**src/ab565_pkg.sv**
```systemverilog
// Shared types and constants for the ARGB-over-RGB565 blender.
`timescale 1ns / 1ps
`default_nettype none

package ab565_pkg;

    localparam logic [7:0] ALPHA_OPAQUE = 8'hFF;
    localparam logic [7:0] ALPHA_CLEAR  = 8'h00;

    typedef enum logic [1:0] {
        MODE_COPY,
        MODE_SKIP,
        MODE_BLEND
    } mode_t;

    typedef struct packed {
        logic [31:0] src_argb;
        logic [15:0] dst_pixel;
        logic        process_alpha;
    } ab565_in_t;

    typedef struct packed {
        logic [15:0] out_pixel;
        logic        write_enable;
    } ab565_out_t;

    // Decoded beat: operands ready for the multipliers.
    typedef struct packed {
        mode_t       mode;
        logic [15:0] copy_pix;
        logic [7:0]  alpha;
        logic [7:0]  inv_alpha;
        logic [7:0]  sr;
        logic [7:0]  sg;
        logic [7:0]  sb;
        logic [7:0]  dr;
        logic [7:0]  dg;
        logic [7:0]  db;
    } ab565_dec_t;

    // Product beat: source and destination terms per channel.
    typedef struct packed {
        mode_t       mode;
        logic [15:0] copy_pix;
        logic [15:0] ps_r;
        logic [15:0] ps_g;
        logic [15:0] ps_b;
        logic [15:0] pd_r;
        logic [15:0] pd_g;
        logic [15:0] pd_b;
    } ab565_prod_t;

endpackage

`default_nettype wire

```
**src/ab565_decode.sv**
```systemverilog
// Stage 1: classify the beat and widen the destination to 8 bits per channel.
`timescale 1ns / 1ps
`default_nettype none

module ab565_decode (
    input  wire                    clk,
    input  wire                    rst_n,
    input  wire                    in_valid,
    input  wire ab565_pkg::ab565_in_t item,
    output logic                   dec_valid,
    output ab565_pkg::ab565_dec_t  dec
);

    logic                  valid_reg;
    ab565_pkg::ab565_dec_t dec_reg;
    ab565_pkg::ab565_dec_t dec_next;
    logic [7:0]            alpha;
    logic [4:0]            r5;
    logic [5:0]            g6;
    logic [4:0]            b5;

    always_comb
    begin
        alpha = item.src_argb[31:24];
        r5    = item.dst_pixel[15:11];
        g6    = item.dst_pixel[10:5];
        b5    = item.dst_pixel[4:0];

        if (!item.process_alpha || alpha == ab565_pkg::ALPHA_OPAQUE)
        begin
            dec_next.mode = ab565_pkg::MODE_COPY;
        end
        else if (alpha == ab565_pkg::ALPHA_CLEAR)
        begin
            dec_next.mode = ab565_pkg::MODE_SKIP;
        end
        else
        begin
            dec_next.mode = ab565_pkg::MODE_BLEND;
        end

        dec_next.copy_pix  = {item.src_argb[23:19], item.src_argb[15:10], item.src_argb[7:3]};
        dec_next.alpha     = alpha;
        dec_next.inv_alpha = ab565_pkg::ALPHA_OPAQUE - alpha;
        dec_next.sr        = item.src_argb[23:16];
        dec_next.sg        = item.src_argb[15:8];
        dec_next.sb        = item.src_argb[7:0];
        // replicate high bits into the vacated low bits
        dec_next.dr        = {r5, r5[4:2]};
        dec_next.dg        = {g6, g6[5:4]};
        dec_next.db        = {b5, b5[4:2]};
    end

    always_ff @(posedge clk or negedge rst_n)
    begin
        if (!rst_n)
        begin
            valid_reg <= 1'b0;
        end
        else
        begin
            valid_reg <= in_valid;
        end
    end

    always_ff @(posedge clk)
    begin
        dec_reg <= dec_next;
    end

    assign dec_valid = valid_reg;
    assign dec       = dec_reg;

endmodule

`default_nettype wire

```
**src/ab565_mul.sv**
```systemverilog
// Stage 2: the six 8x8 channel products.
`timescale 1ns / 1ps
`default_nettype none

module ab565_mul (
    input  wire                     clk,
    input  wire                     rst_n,
    input  wire                     dec_valid,
    input  wire ab565_pkg::ab565_dec_t dec,
    output logic                    prod_valid,
    output ab565_pkg::ab565_prod_t  prod
);

    logic                   valid_reg;
    ab565_pkg::ab565_prod_t prod_reg;
    ab565_pkg::ab565_prod_t prod_next;

    always_comb
    begin
        prod_next.mode     = dec.mode;
        prod_next.copy_pix = dec.copy_pix;
        prod_next.ps_r     = dec.sr * dec.alpha;
        prod_next.ps_g     = dec.sg * dec.alpha;
        prod_next.ps_b     = dec.sb * dec.alpha;
        prod_next.pd_r     = dec.dr * dec.inv_alpha;
        prod_next.pd_g     = dec.dg * dec.inv_alpha;
        prod_next.pd_b     = dec.db * dec.inv_alpha;
    end

    always_ff @(posedge clk or negedge rst_n)
    begin
        if (!rst_n)
        begin
            valid_reg <= 1'b0;
        end
        else
        begin
            valid_reg <= dec_valid;
        end
    end

    always_ff @(posedge clk)
    begin
        prod_reg <= prod_next;
    end

    assign prod_valid = valid_reg;
    assign prod       = prod_reg;

endmodule

`default_nettype wire

```
**src/ab565_pack.sv**
```systemverilog
// Stage 3: for a blend, divide by 255, sum per channel and pack to RGB565; else pass the copy pixel or drop the write.
`timescale 1ns / 1ps
`default_nettype none

module ab565_pack (
    input  wire                     clk,
    input  wire                     rst_n,
    input  wire                     prod_valid,
    input  wire ab565_pkg::ab565_prod_t prod,
    output logic                    done,
    output ab565_pkg::ab565_out_t   result
);

    logic                  valid_reg;
    ab565_pkg::ab565_out_t result_reg;
    ab565_pkg::ab565_out_t result_next;
    logic [7:0]            ch_r;
    logic [7:0]            ch_g;
    logic [7:0]            ch_b;

    // floor(x / 255), exact for x up to 255 * 255
    function automatic logic [7:0] div255(input logic [15:0] x);
        logic [16:0] t;
        begin
            t = {1'b0, x} + {9'd0, x[15:8]} + 17'd1;
            return t[15:8];
        end
    endfunction

    always_comb
    begin
        ch_r = div255(prod.ps_r) + div255(prod.pd_r);
        ch_g = div255(prod.ps_g) + div255(prod.pd_g);
        ch_b = div255(prod.ps_b) + div255(prod.pd_b);

        case (prod.mode)
            ab565_pkg::MODE_COPY:
            begin
                result_next.out_pixel    = prod.copy_pix;
                result_next.write_enable = 1'b1;
            end
            ab565_pkg::MODE_BLEND:
            begin
                result_next.out_pixel    = {ch_r[7:3], ch_g[7:2], ch_b[7:3]};
                result_next.write_enable = 1'b1;
            end
            default:
            begin
                // drop the write for a fully transparent source
                result_next.out_pixel    = 16'd0;
                result_next.write_enable = 1'b0;
            end
        endcase
    end

    always_ff @(posedge clk or negedge rst_n)
    begin
        if (!rst_n)
        begin
            valid_reg <= 1'b0;
        end
        else
        begin
            valid_reg <= prod_valid;
        end
    end

    always_ff @(posedge clk)
    begin
        result_reg <= result_next;
    end

    assign done   = valid_reg;
    assign result = result_reg;

endmodule

`default_nettype wire

```
**src/argb_over_rgb565_blend.sv**
```systemverilog
// A beat accepted on start passes the decode, multiply and divide-and-pack registers in that order
// and then is on result, with done high, for the receiver to take.
// Throughput: one pixel per clock; busy stays low, so start may be held high every cycle.
// Three register stages (decode, multiply, divide-and-pack) carry a valid bit each.
// The receiver cannot stall, so the pipeline always advances.
// Reset (rst_n, async, active low) clears the valid bits; no result is shown until a new beat.
`timescale 1ns / 1ps
`default_nettype none

module argb_over_rgb565_blend (
    input  wire                    clk,
    input  wire                    rst_n,
    input  wire                    start,
    output logic                   busy,
    input  wire ab565_pkg::ab565_in_t item,
    output logic                   done,
    output ab565_pkg::ab565_out_t  result
);

    logic                   dec_valid;
    ab565_pkg::ab565_dec_t  dec;
    logic                   prod_valid;
    ab565_pkg::ab565_prod_t prod;

    // the pipeline never stalls
    assign busy = 1'b0;

    ab565_decode u_decode (
        .clk       (clk),
        .rst_n     (rst_n),
        .in_valid  (start),
        .item      (item),
        .dec_valid (dec_valid),
        .dec       (dec)
    );

    ab565_mul u_mul (
        .clk        (clk),
        .rst_n      (rst_n),
        .dec_valid  (dec_valid),
        .dec        (dec),
        .prod_valid (prod_valid),
        .prod       (prod)
    );

    ab565_pack u_pack (
        .clk        (clk),
        .rst_n      (rst_n),
        .prod_valid (prod_valid),
        .prod       (prod),
        .done       (done),
        .result     (result)
    );

`ifndef SYNTHESIS
    a_accept_to_done: assert property (@(posedge clk) disable iff (!rst_n)
        (start && !busy) |-> ##3 done)
        else $error("accepted beat did not produce a result");

    a_no_spurious_done: assert property (@(posedge clk) disable iff (!rst_n)
        !(start && !busy) |-> ##3 !done)
        else $error("result without an accepted beat");

    a_skip_zero_pixel: assert property (@(posedge clk) disable iff (!rst_n)
        (done && !result.write_enable) |-> result.out_pixel == 16'd0)
        else $error("skipped write carries a nonzero pixel");

    a_opaque_copy: assert property (@(posedge clk) disable iff (!rst_n)
        (start && !item.process_alpha) |-> ##3 result.write_enable)
        else $error("opaque copy lost its write enable");
`endif

endmodule

`default_nettype wire
```
**config.mk**
```make
export PLATFORM = sky130hd
export DESIGN_NAME = argb_over_rgb565_blend
export DESIGN_NICKNAME = d
export VERILOG_FILES = /design/src/ab565_pkg.sv /design/src/ab565_decode.sv /design/src/ab565_mul.sv /design/src/ab565_pack.sv /design/src/argb_over_rgb565_blend.sv
export SDC_FILE = /design/constraint.sdc
export NUM_CORES = 1
export LEC_CHECK = 0
export BUFFER_PORTS_ARGS = -buffer_cell sky130_fd_sc_hd__buf_2
export CAP_MARGIN = 10
export CORE_MARGIN = 2
export CORE_UTILIZATION = 35
export DETAILED_ROUTE_END_ITERATION = 10
export PLACE_DENSITY = 0.51
export SETUP_SLACK_MARGIN = 0.1
export SKIP_CTS_REPAIR_TIMING = 1
export SYNTH_ARGS = -nofsm -noshare
export SYNTH_HDL_FRONTEND = slang
export SYNTH_SLANG_ARGS = --single-unit
```
**constraint.sdc**
```tcl
create_clock -name clk -period 5.8 [get_ports clk]
set_clock_uncertainty 0.2 [all_clocks]
set_input_delay 0.29 -clock clk [delete_from_list [all_inputs] [get_ports clk]]
set_output_delay 0.29 -clock clk [all_outputs]
set_load 0.03 [all_outputs]
```
Word-level counts from Yosys, hierarchy flattened

Index checks and enable logic that the tools add are counted.

Word-level logic and storage cells: 53
Output and inout bits: 19
Input port bits: 52
Register bits after elaboration: 216

$add $sub $neg: 16
Reductions and logical operators: 4
Equality and inequality tests: 2
Muxes and demuxes: 2
Multiply operators: 6

Operators with widths:

| cell                    | number |
|---|---|
| $add A16 B1 Y16 const B | 6 |
| $add A16 B8 Y16         | 6 |
| $mul A8 B8 Y16          | 6 |
| $pmux W17 S2            | 1 |
| $add A8 B8 Y8           | 3 |
| $eq A8 B8 Y1 const B    | 1 |
| $logic_not A8 Y1        | 1 |
| $sub A8 B8 Y8 const A   | 1 |
| $eq A2 B2 Y1 const B    | 1 |
| $logic_not A2 Y1        | 1 |
| $mux W2                 | 1 |
| $logic_not A1 Y1        | 1 |
| $logic_or A1 B1 Y1      | 1 |

Longest topological paths before layout

Gate-level depths: netlist of run 1.

Depth after elaboration: 4
Mapped depth: 19
Mapped depth without buffers: 18

Modules after synthesis

A second synthesis of run 1 with hierarchy kept.

Cells, all modules: 2132
Area, all modules: 19894.1 um^2

By module, submodules not included:

| module                 | cells each | area each (um^2) | sequential area each (um^2) | times used |
|---|---|---|---|---|
| ab565_mul              | 1661       | 15386.0          | 2307.2                      | 1 |
| ab565_pack             | 370        | 3036.7           | 365.4                       | 1 |
| ab565_decode           | 99         | 1460.2           | 1186.1                      | 1 |
| argb_over_rgb565_blend | 2          | 11.3             | 0.0                         | 1 |

Least setup slack after synthesis of run 1

OpenSTA, ideal clock, no wires.

Kind: register -> register
Start point: reg u_decode.dec_reg (netlist bit u_decode.dec[55])
End point: reg u_mul.prod_reg (netlist bit u_mul.prod[31])
Required time: 5528 ps
Buffers on the path: 1
Period minus slack after synthesis: 4598 ps
Cell stages (with the launch flop): 18
Data arrival time: 4326 ps
Library setup time: 72 ps
Setup slack: 1202 ps
Cells stage by stage: dfxtp_1 -> clkbuf_1 -> and2_1 -> fa_1 -> inv_1 -> fa_1 -> inv_1 -> fa_1 -> inv_1 -> fa_1 -> inv_1 -> ha_1 -> a21boi_0 -> o21ai_0 -> a21oi_1 -> a41o_1 -> o41ai_1 -> xnor2_1

RTL lines:

| what                     | RTL line           | RTL |
|---|---|---|
| start: declaration       | ab565_decode.sv:15 | `ab565_pkg::ab565_dec_t dec_reg;` |
| start signal: assignment | ab565_decode.sv:68 | `dec_reg <= dec_next;` |
| end signal: assignment   | ab565_mul.sv:44    | `prod_reg <= prod_next;` |
| end: declaration         | ab565_mul.sv:15    | `ab565_pkg::ab565_prod_t prod_reg;` |

==> results of run 1 <==
placed cells by master, fill, tap and decap left out, types with 30 or more instances in the layout:
cell | synthesis | final
inv_1 | 388 | 388
ha_1 | 276 | 276
and2_1 | 248 | 248
fa_1 | 212 | 212
dfxtp_1 | 189 | 189
nand2_1 | 133 | 133
xnor2_1 | 98 | 98
nor2_1 | 82 | 82
buf_2 | 0 | 69
dlygate4sd3_1 | 0 | 52
a21oi_1 | 41 | 41
nand3_1 | 35 | 35
o21ai_0 | 34 | 34
nor3_1 | 30 | 30
metrics by stage:
step	cell area (µm²)	power [µW]	std cells	setup WS [ps]
3_3_place_gp	19800	7240	2727	859
4_1_cts	20400	8560	2758	761
5_1_grt	20900	9370	2810	440
6_report	20900	8430	2810	788
2_1_floorplan	18600	6050	1991	1200
3_5_place_dp	19800	7310	2727	793
logic make-up after synthesis:
| logic type | Yosys count | share of synthesized area, % |
|---|---|---|
| xor+xnor | 120 | 5.72 |
| compound gates | 178 | 6.94 |
| buf+inv | 416 | 8.40 |
| other cells | 1 | 0.0201 |
| mux | 5 | 0.269 |
| simple gates | 591 | 16.6 |
| fa+ha+maj | 488 | 41.3 |
| flops | 192 | 20.7 |
critical path, cell delays in order (launching register included):
cell,delay (ps)
dfxtp_1,770
nand2_1,170
fa_1,440
inv_1,80
fa_1,410
inv_1,70
fa_1,430
fa_1,540
inv_1,40
ha_1,330
o21ai_0,140
a21boi_0,170
o21ai_0,260
a21oi_1,140
a41o_1,270
o41ai_1,310
xnor2_1,160
final timing paths:
path,depth (start not counted),from,to
worst max-delay path,16,u_decode.dec[50],u_mul.prod[31]
worst min-delay path,0,u_decode.dec[81],u_mul.prod[113]
worst max register to register,16,u_decode.dec[50],u_mul.prod[31]
worst min register to register,0,u_decode.dec[81],u_mul.prod[113]
max in group asynchronous,3,rst_n,u_decode.dec_valid
min in group asynchronous,3,rst_n,u_pack.done
final cells by class:
type / count / area (µm²)
clock buffers: 18 / 429
clock inverters: 13 / 150
fillers: 5281 / 31700
inverters: 388 / 1460
multi-input cells: 1383 / 13200
flip-flops and latches: 192 / 3860
well taps: 688 / 861
repair buffers: 128 / 918
layer usage:
layer / track usage, % / wire, µm / share of wire, % / up-vias
met5: 0 / 0 / 0 / -
met4: 5.54 / 898 / 2.1 / 0
met3: 2.47 / 1010 / 2.4 / 43
met2: 26.7 / 20100 / 48 / 162
met1: 20.7 / 20000 / 48 / 6476
li1: - / - / - / 6533
where the power goes:
| part | switching (µW) | total [µW] | internal, µW |
|---|---|---|---|
| Clock | 602 | 1170 | 572 |
| Sequential | 365 | 2100 | 1730 |
| Combinational | 2840 | 5160 | 2320 |
| Total | 3800 | 8430 | 4630 |
==> impl_metrics.yaml, run 1 <==
timing:
  worst_pin_slew_ps: 822
  rsz0062_at_grt: "no"
  fmax_ghz: 0.200
  finalHoldViolCount: 0
  finalSetupTns_ps: 0
  slew_headroom_pct: 45.1
  finalMaxSlewViolations: 0
  hold_ws_ps: 128
  setup_viol: 0
  min_period_ps: 5010
  fin_crit_sh_pct: 86.4
layout:
  area_delta_synth_final_pct: 12.1
  final_net_count: 2650
  drive_gt1_share_pct: 5.75
  diodes: 0
  postLayoutCoreUtil_pct: 39.7
  largest_register_ffs: 114
clocking:
  cts_buffers: 17
  clock_sinks: 192
  cts_buffer_depth: 2
  cts_tree: "yes"
  cts-root-buf: "clkbuf_16"
  clk_latency_ps: 480
  clk_pin_slew_worst_paths_ps: 80
  cts_max_level: 4
synthesis:
  synth_area_per_cell_um2: 9.36
  yosysWarnings: 0
  postSynth.asyncResetShare_pct: 1.56
  ys_types: 65
  synthesis.area_um2: 18600
  ys_seq_elements: 192
  yosysTopAreaCell: "fa_1"
  synth_area_leaders: "fa_1, dfxtp_1, ha_1"
  synthTopCellsByCount: "inv_1, ha_1, and2_1"
  synthCells: 1991
  synth_most_common_cell: "inv_1"
  ys.flop_type: "dfxtp_1"
  synth_nets: 2531
  synth_top_area_share_pct: 22.8
  synth_edf_count: 0
  ys_seq_area_share_pct: 20.7
floorplanning:
  die_area_um2: 55100
  coreArea_um2: 52600
  fp.dieH_um: 235
  rows: 84
  ios: 71
  initial_core_util_pct: 35.4
  die_w_um: 235
routing:
  wire_per_inst_um: 14.9
  routed_via_density: 4.70
  first_pass_iters: 5
  drtIter0Drc: 493
  ant_nets: 0
  routed_wl_um: 42000
  route.detailed.drc: 0
  vias: 13200
placed_design:
  portBuffers: 69
  dp_hpwl_um: 34000
  gp_congestion: 0.810
pwr:
  powerDensity_nw_per_um2: 404
  ir_drop_uv: 266
  p_leak_uw: 0.0104
worst_setup_path:
  criticalPathCategory: "flip-flop to flip-flop"
  crit_fanout: 16
  required_ps: 6020
  worst_ep_arrival_time_ps: 5230
  startpoint_type: "flip-flop"
  endpoint_kind: "flip-flop"
  reg2reg_slack_ps: 790
run:
  maxCapViolCount: 0
global_routing:
  grt_pass1_wl_um: 69400
  grt_overflow: 0
  antenna_found_initial: 0
  first_global_vias: 13700
  grt.total_usage_pct: 15.9
  grt_max_degree: 25
worst_hold_path:
  min_path_type: "flip-flop to flip-flop"
status:
  status: "complete, no violations"
(Power assumes the default switching activity.)
==> run 2, diff against run 1 <==
Settings changed: CORE_MARGIN 2 to 5.
==> run 2 against run 1 <==
  * Die area rose by 5.2%
  * Highest routed layer unchanged
  * First-iteration DRC count grew 5.3%
  * Fmax is 0.79% lower
  * Setup slack got worse by 40 ps
==> impl_metrics.yaml, run 2 (synthesized netlist as in run 1, its figures left out) <==
status:
  status: "complete, no violations"
layout:
  drive_gt1_share_pct: 5.88
  mostFrequentLayoutCell: "inv_1"
  area_delta_synth_final_pct: 12.1
  final_cell_mix: "inv_1, ha_1, and2_1"
  largest_register_ffs: 114
  final_area_um2: 20900
  final_net_count: 2652
  final_cell_count_no_fill: 2814
timing:
  finalMaxSlewViolations: 0
  finalSetupTns_ps: 0
  setup_ws_ps: 748
  setup_viol: 0
  min_period_ps: 5050
  fmax_ghz: 0.198
  rsz0062_at_grt: "no"
  worst_pin_slew_ps: 850
  hold_ws_ps: 162
  finalHoldViolCount: 0
  slew_headroom_pct: 43.3
  fin_crit_sh_pct: 87.1
worst_setup_path:
  crit_fanout: 24
  criticalPathCategory: "flip-flop to flip-flop"
  required_ps: 5960
  endpoint_kind: "flip-flop"
  path_common_cell: "fa_1"
  cp_top_family: "adder cells"
  startpoint_type: "flip-flop"
  crit_chain: "nand2_1 -> fa_1 -> fa_1 -> inv_1 -> fa_1 -> inv_1 -> fa_1 -> inv_1 -> ha_1 -> a21boi_0 -> o21ai_0 -> a22oi_1 -> a41o_1 -> o41a_1 -> xnor2_1"
  critical_path.max_stage_delay_ps: 880
  slowest_stage: "dfxtp_1"
  worst_ep_arrival_time_ps: 5220
  ff2ff_path_depth: 15
  critical_path_buf_inv_count: 3
  worst-path-stages: 15
global_routing:
  grt.total_usage_pct: 15.3
  grt_pass1_wl_um: 70200
  antenna_found_initial: 0
  grt_overflow: 0
  grt_max_degree: 25
  first_global_vias: 13900
routing:
  wire_per_inst_um: 15.1
  routed_wl_um: 42500
  route.detailed.drc: 0
  vias: 13100
  ant_nets: 0
  drtIter0Drc: 519
  first_pass_iters: 4
  routed_via_density: 4.65
floorplanning:
  initial_core_util_pct: 35.4
  fp.dieH_um: 241
  rows: 84
  die_area_um2: 57900
  ios: 71
  die_w_um: 241
  coreArea_um2: 52700
placed_design:
  numPlacedInstances: 2729
  placed_area_um2: 19800
  dp_hpwl_um: 34500
  gp_congestion: 0.827
  dpl_worst_slack_ps: 784
  portBuffers: 69
clocking:
  cts-root-buf: "clkbuf_16"
  cts_buffers: 17
  clk_pin_slew_worst_paths_ps: 80
  cts_tree: "yes"
  clk_latency_ps: 500
  clock_sinks: 192
  cts_buffer_depth: 2
  cts_max_level: 4
worst_hold_path:
  min_path_type: "flip-flop to flip-flop"
  hold_depth: 0
run:
  maxCapViolCount: 0
pwr:
  powerDensity_nw_per_um2: 405
  p_leak_uw: 0.0104
  ir_drop_uv: 300
run 2: cell types whose count changed in the layout (fill, tap and decap cells not counted), sizes merged:
cell      before  now
buf           76   78
clkinv         7    5
clkinvlp       1    0
diode          0    1
inv          393  397
run 2: per-stage QoR:
stage / total power, µW / util (%)
5_1_grt: 9390 / 39.7
3_3_place_gp: 7240 / 37.6
2_1_floorplan: 6050 / -
6_report: 8460 / 39.7
3_5_place_dp: 7340 / 37.6
4_1_cts: 8580 / 38.7
run 2: final timing paths:
path	start	to	slack [ps]
max	u_decode.dec[58]	u_mul.prod[95]	750
min	u_decode.dec[81]	u_mul.prod[113]	160
max in group asynchronous	rst_n	u_pack.done	4800
max reg2reg	u_decode.dec[58]	u_mul.prod[95]	750
min in group asynchronous	rst_n	u_decode.dec_valid	460
min reg2reg	u_decode.dec[81]	u_mul.prod[113]	160
run 2: cell type report:
class	count	area (µm²)
Tap cell	688	861
Sequential cell	192	3860
Antenna cell	1	2.50
Clock inverter	14	144
Multi-Input combinational cell	1383	13200
Fill cell	5232	31800
Clock buffer	18	429
Timing Repair Buffer	130	933
Inverter	388	1460
run 2: report_power, final:
| group | switching, µW | internal [µW] |
|---|---|---|
| Sequential | 370 | 1730 |
| Clock | 598 | 573 |
| Combinational | 2860 | 2330 |
| Total | 3830 | 4630 |
run 2: routing by layer:
metal  track usage, %  wire (µm)  vias to the layer above
li1                 -          -                     6528
met1             20.4      19900                     6380
met2             26.0      20700                      133
met3             2.43       1260                       33
met4             4.37        598                        0
met5                0          0                        -
